==> config.mk <==
export PLATFORM = sky130hd
export DESIGN_NAME = tmti_ctrl
export DESIGN_NICKNAME = d
export VERILOG_FILES = /design/src/rtl/tsetlin_machine_train_infer_macros.svh /design/src/rtl/tmti_pkg.sv /design/src/rtl/tmti_ctrl.sv
export SDC_FILE = /design/constraint.sdc
export NUM_CORES = 1
export LEC_CHECK = 0
export BUFFER_PORTS_ARGS = -buffer_cell sky130_fd_sc_hd__buf_2
export CORE_MARGIN = 2
export CORE_UTILIZATION = 56
export DETAILED_ROUTE_END_ITERATION = 6
export GPL_ROUTABILITY_DRIVEN = 0
export PLACE_DENSITY = 0.89
export SLEW_MARGIN = 20
export SYNTH_ARGS = -nofsm -noshare
export SYNTH_HDL_FRONTEND = slang
export SYNTH_SLANG_ARGS = --single-unit
==> constraint.sdc <==
create_clock -name clk -period 5.15 [get_ports clk]
set_input_delay 1.03 -clock clk [delete_from_list [all_inputs] [get_ports clk]]
set_output_delay 1.03 -clock clk [all_outputs]
set_load 0.02 [all_outputs]
==> src/rtl/tsetlin_machine_train_infer_macros.svh <==
// assertion macros for the tsetlin machine block
// expects clk and arst_n in the scope of every use
`ifndef TSETLIN_MACHINE_TRAIN_INFER_MACROS_SVH
`define TSETLIN_MACHINE_TRAIN_INFER_MACROS_SVH
`ifndef SYNTHESIS
`define TMTI_ASSERT_IMPLY(label, ante, cons) \
	label: assert property (@(posedge clk) disable iff (!arst_n) (ante) |-> (cons)) \
		else $error("tmti implication check failed");
`define TMTI_ASSERT_NEXT(label, ante, cons) \
	label: assert property (@(posedge clk) disable iff (!arst_n) (ante) |=> (cons)) \
		else $error("tmti next-cycle check failed");
`else
`define TMTI_ASSERT_IMPLY(label, ante, cons)
`define TMTI_ASSERT_NEXT(label, ante, cons)
`endif
`endif

==> src/rtl/tmti_pkg.sv <==
// shared types and constants of the tsetlin machine block
// no dependencies
`default_nettype none
package tmti_pkg;

	localparam int OP_W       = 2;
	localparam int WORD_W     = 32;
	localparam int SUM_W      = 12;
	localparam int COUNT_W    = 8;
	localparam int DRAW_W     = 24;
	localparam int PROB_W     = 25;
	localparam int DIV_DVD_W  = 36;
	localparam int DIV_DVS_W  = 16;
	localparam int CFG_IDX_W  = 3;
	localparam int CFG_DATA_W = 32;

	// operation codes
	localparam logic [OP_W-1:0] OP_SCORE  = 2'd0;
	localparam logic [OP_W-1:0] OP_UPDATE = 2'd1;
	localparam logic [OP_W-1:0] OP_INIT   = 2'd2;
	localparam logic [OP_W-1:0] OP_REINIT = 2'd3;

	// register indexes
	localparam logic [CFG_IDX_W-1:0] CFG_VOTE_THRESHOLD = 3'd0;
	localparam logic [CFG_IDX_W-1:0] CFG_SPECIFICITY    = 3'd1;
	localparam logic [CFG_IDX_W-1:0] CFG_FEATURES       = 3'd2;
	localparam logic [CFG_IDX_W-1:0] CFG_CLAUSES        = 3'd3;
	localparam logic [CFG_IDX_W-1:0] CFG_SEED           = 3'd4;

	localparam logic [63:0]          GOLDEN     = 64'h9E3779B97F4A7C15;
	localparam logic [PROB_W-1:0]    PROB_ONE   = 25'h1000000;
	localparam logic [DRAW_W-1:0]    PROB_HALF  = 24'h800000;

	// controller to datapath commands
	typedef struct packed {
		logic op_load;
		logic word_wr;
		logic wpos_clr;
		logic seed_load;
		logic draw;
		logic rand_wr;
		logic k_clr;
		logic k_inc;
		logic j_clr;
		logic j_inc;
		logic sum_clr;
		logic rd_en;
		logic eval_step;
		logic div_start;
		logic div_sel;
		logic th_load;
		logic p1_load;
		logic fb_mode_load;
		logic fb_a;
		logic fb_b;
		logic out_load;
	} cmd_t;

	// datapath to controller status
	typedef struct packed {
		logic            k_last;
		logic            j_last;
		logic            clause_end;
		logic            div_busy;
		logic            cd_type1;
		logic            cd_type2;
		logic            out_free;
		logic [OP_W-1:0] op;
	} sts_t;

endpackage
`default_nettype wire

==> src/rtl/tmti_ctrl.sv <==
// controller state machine sequencing init, scoring and feedback
// depends on tmti_pkg
`default_nettype none
module tmti_ctrl (
	input  logic                      clk,
	input  logic                      arst_n,
	input  logic                      in_valid,
	input  logic [tmti_pkg::OP_W-1:0] in_operation,
	input  logic                      in_last_word,
	output logic                      in_ready,
	input  tmti_pkg::sts_t            sts,
	output tmti_pkg::cmd_t            cmd
);
	import tmti_pkg::*;

	typedef enum logic [15:0] {
		S_IDLE    = 16'h0001,
		S_SEED    = 16'h0002,
		S_SKIP0   = 16'h0004,
		S_SKIP1   = 16'h0008,
		S_RAND    = 16'h0010,
		S_EREAD   = 16'h0020,
		S_EVAL    = 16'h0040,
		S_TH_GO   = 16'h0080,
		S_TH_WAIT = 16'h0100,
		S_P1_GO   = 16'h0200,
		S_P1_WAIT = 16'h0400,
		S_CDRAW   = 16'h0800,
		S_FREAD   = 16'h1000,
		S_FA      = 16'h2000,
		S_FB      = 16'h4000,
		S_DONE    = 16'h8000
	} state_t;

	state_t state_q;
	state_t state_d;
	logic   accept;

	assign in_ready = (state_q == S_IDLE);
	assign accept   = in_valid & in_ready;

	// next state and commands
	always_comb begin
		state_d = state_q;
		cmd     = '0;
		unique case (state_q)
			S_IDLE: begin
				if (accept) begin
					cmd.op_load = 1'b1;
					if (in_operation == OP_INIT || in_operation == OP_REINIT) begin
						cmd.wpos_clr = 1'b1;
						cmd.j_clr    = 1'b1;
						cmd.k_clr    = 1'b1;
						state_d      = (in_operation == OP_INIT) ? S_SEED : S_RAND;
					end else begin
						cmd.word_wr = 1'b1;
						if (in_last_word) begin
							cmd.wpos_clr = 1'b1;
							cmd.sum_clr  = 1'b1;
							cmd.j_clr    = 1'b1;
							cmd.k_clr    = 1'b1;
							state_d      = S_EREAD;
						end
					end
				end
			end
			S_SEED: begin
				cmd.seed_load = 1'b1;
				state_d       = S_SKIP0;
			end
			S_SKIP0: begin
				cmd.draw = 1'b1;
				state_d  = S_SKIP1;
			end
			S_SKIP1: begin
				cmd.draw = 1'b1;
				state_d  = S_RAND;
			end
			// one literal pair randomized per cycle
			S_RAND: begin
				cmd.draw    = 1'b1;
				cmd.rand_wr = 1'b1;
				if (sts.k_last) begin
					cmd.k_clr = 1'b1;
					if (sts.j_last)
						state_d = S_DONE;
					else
						cmd.j_inc = 1'b1;
				end else begin
					cmd.k_inc = 1'b1;
				end
			end
			S_EREAD: begin
				cmd.rd_en = 1'b1;
				state_d   = S_EVAL;
			end
			S_EVAL: begin
				cmd.eval_step = 1'b1;
				state_d       = S_EREAD;
				if (sts.clause_end) begin
					cmd.k_clr = 1'b1;
					if (sts.j_last)
						state_d = (sts.op == OP_SCORE) ? S_DONE : S_TH_GO;
					else
						cmd.j_inc = 1'b1;
				end else begin
					cmd.k_inc = 1'b1;
				end
			end
			S_TH_GO: begin
				cmd.div_start = 1'b1;
				state_d       = S_TH_WAIT;
			end
			S_TH_WAIT: begin
				if (!sts.div_busy) begin
					cmd.th_load = 1'b1;
					state_d     = S_P1_GO;
				end
			end
			S_P1_GO: begin
				cmd.div_start = 1'b1;
				cmd.div_sel   = 1'b1;
				state_d       = S_P1_WAIT;
			end
			S_P1_WAIT: begin
				cmd.div_sel = 1'b1;
				if (!sts.div_busy) begin
					cmd.p1_load = 1'b1;
					cmd.j_clr   = 1'b1;
					cmd.k_clr   = 1'b1;
					state_d     = S_CDRAW;
				end
			end
			// per clause feedback draw
			S_CDRAW: begin
				cmd.draw = 1'b1;
				if (sts.cd_type1 || sts.cd_type2) begin
					cmd.fb_mode_load = 1'b1;
					cmd.k_clr        = 1'b1;
					state_d          = S_FREAD;
				end else if (sts.j_last) begin
					state_d = S_DONE;
				end else begin
					cmd.j_inc = 1'b1;
				end
			end
			S_FREAD: begin
				cmd.rd_en = 1'b1;
				state_d   = S_FA;
			end
			S_FA: begin
				cmd.fb_a = 1'b1;
				state_d  = S_FB;
			end
			S_FB: begin
				cmd.fb_b = 1'b1;
				if (sts.k_last) begin
					cmd.k_clr = 1'b1;
					if (sts.j_last) begin
						state_d = S_DONE;
					end else begin
						cmd.j_inc = 1'b1;
						state_d   = S_CDRAW;
					end
				end else begin
					cmd.k_inc = 1'b1;
					state_d   = S_FREAD;
				end
			end
			S_DONE: begin
				if (sts.out_free) begin
					cmd.out_load = 1'b1;
					state_d      = S_IDLE;
				end
			end
			default: state_d = S_IDLE;
		endcase
	end

	always_ff @(posedge clk or negedge arst_n) begin
		if (!arst_n)
			state_q <= S_IDLE;
		else
			state_q <= state_d;
	end
endmodule
`default_nettype wire

==> results.json <==
{
  "path_cells": "nor4_2, nand4_1, nand2b_1, inv_1, nand2_1, nor3b_1, buf_2",
  "tightest_slew_ps": 776,
  "vias": 1466,
  "skew_ps": 6.52,
  "pre_cts_ws_ps": 1910,
  "first_global_vias": 1316,
  "synth_common_cells": "dfrtp_1, nor2_1, nor4b_1",
  "vias_per_cell": 6.76,
  "yosysWarningCount": 0,
  "yosysSeqAreaShare_pct": 29.5,
  "min_period_ps": 3630,
  "cts_hold_buf": 0,
  "powerDensity_nw_per_um2": 503,
  "min_path_type": "in2async",
  "routed_wl_um": 3630,
  "fin_crit_sh_pct": 70.6,
  "timing.rr.end": "state_q[0]",
  "placed_area_sq_um": 1530,
  "syn2layout_area_growth_pct": 15.0,
  "grt_max_degree": 17,
  "worstSetupEndpointType": "output pin",
  "top_register": "state_q",
  "stdcell_area_sq_um": 1570,
  "grt_usage_pct": 28.2,
  "path_max_fanout": 7,
  "grt_overflow": 0,
  "cap_violations": 0,
  "place_hpwl_um": 2740,
  "fmax_mhz": 275,
  "clockRootBuffer": "clkbuf_4",
  "clock_path_buffers": 2,
  "worst-endpoint-required_ps": 4120,
  "numCtsBuffers": 3,
  "reg.largest.list": "state_q: 16 flops",
  "antenna_cells": 0,
  "coreArea_sq_um": 2250,
  "synthFlopType": "dfrtp_1",
  "cellLeakagePower_nw": 0.770,
  "die-height_um": 53.3,
  "clk_pin_slew_worst_paths_ps": 100,
  "drt_iter0_drc": 70,
  "port_buffers": 36,
  "grt_antenna_before_repair": 0,
  "hold_viol_final": 0,
  "route.met3.wl_um": 416,
  "cts_resized": 0,
  "drive_above_1_share_pct": 27.0,
  "tns_ps": 0,
  "dieArea_sq_um": 2840,
  "slowest_stage": "nor4_2",
  "synthCells": 157,
  "setup_violations": 0,
  "drc_errors": 0,
  "layout.nets": 205,
  "cts_sinks": 16,
  "wl_per_cell_um": 16.7,
  "synth_edf_count": 0,
  "cts_tree": "yes",
  "dieWidth_um": 53.3,
  "rr_worst_depth": 5,
  "setup_slack_ps": 1520,
  "top_layer": "met4",
  "critPathKind": "reg2out",
  "final.fill_count": 188,
  "insertion_delay_ps": 300,
  "synth_area_sq_um": 1360,
  "outcome": "finished, final reports clean",
  "rsz0062_at_grt": "false",
  "ys_types": 51,
  "rr_startpoint": "state_q[9]",
  "max_stage_delay_ps": 740,
  "start_kind": "flip-flop",
  "io_pins": 37,
  "yosys_register_bits": 16,
  "grt_pass1_wl_um": 5830,
  "start_util_pct": 60.4,
  "largest_register_ffs": 16,
  "wl_met2_um": 1610,
  "postRouteAntennaNets": 0,
  "wl_met1_um": 1480,
  "yosys.area.top_type": "dfrtp_1",
  "yosysMostFrequentCell": "dfrtp_1",
  "seq_area_sq_um": 402,
  "synth_top_area_share_pct": 27.6,
  "rrSetupSlack_ps": 2750,
  "ys_async_sr_fraction_pct": 100,
  "synthTopCellsByArea": "dfrtp_1, nor4b_1, nor2_1, nor3b_1, nor4_4",
  "first_pass_iters": 4,
  "post_cts_buffers": 0,
  "syn_nets": 172,
  "rows": 17,
  "ir_worst_vdd_uv": 412,
  "max_slew_margin_pct": 47.9,
  "multi_input_comb_area_sq_um": 882,
  "h-tree-depth": 1,
  "worstPathArrival_ps": 2600,
  "postSynthAreaPerCell_sq_um": 8.67,
  "slew_violations": 0
}
critical path: cells and delay by family (launching register included):
kind,cells,cell delay (ps)
AND/OR/NAND/NOR,5,1530
buffers and inverters,2,300
flip-flops,1,470
cells by family after synthesis:
kind of cell | synth area share [%]
and+or+nand+nor | 45.2
AOI/OAI and AO/OA | 17.0
buffers and inverters | 5.70
DFF | 29.5
xor gates and xnor gates | 2.57
worst max path at each step:
stage                 from       to  slack [ps]  depth (start not counted)
6_report        state_q[5]  cmd[10]        1520                          7
5_1_grt        state_q[13]  cmd[14]        1380                          6
4_1_cts        state_q[13]  cmd[14]        1580                          6
3_5_place_dp   state_q[13]  cmd[14]        1910                          6
3_3_place_gp    state_q[5]  cmd[10]        1940                          7
2_1_floorplan   state_q[1]  cmd[14]        1870                          6
placed cells by master, fill, tap and decap left out, types with 6 or more instances in the layout:
master,synthesis,routed
buf_2,3,36
nor3b_1,6,6
nor4b_1,9,9
nand2_1,6,6
o21ai_0,7,7
nor2_1,14,14
nand2b_1,6,6
inv_1,8,8
dfrtp_1,15,15
final cells by class:
cell class | instances | share of cell area [%]
inverter | 8 | 1.92
tap | 28 | 2.24
timing repair buffer | 36 | 11.5
multi-input combinational | 125 | 56.4
clock buffer | 4 | 2.32
sequential | 16 | 25.7
metal layers:
layer / GRT usage (%) / up-vias
met5: 0 / -
met3: 2.82 / 15
met1: 37.6 / 661
met2: 43.4 / 116
li1: - / 674
met4: 17.5 / 0
power breakdown:
| part | total [W] | switching (W) | leakage [nW] | internal, W |
|---|---|---|---|---|
| clock | 0.0000847 | 0.0000415 | 0.0210 | 0.0000432 |
| sequential | 0.000189 | 0.0000419 | 0.219 | 0.000147 |
| combinational | 0.000514 | 0.000317 | 0.530 | 0.000197 |
per-stage QoR:
stage                     utilization (%)  power (W)  instances  hold WS, ps
final                                69.4   0.000788        217          634
after global routing                 69.4   0.000835        217          652
after floorplan                         -   0.000574        157          533
after detailed placement             67.8   0.000694        213          637
after global placement               67.8   0.000682        213          622
after CTS                            69.4   0.000779        217          647
Power figures use the tool's default switching activity.
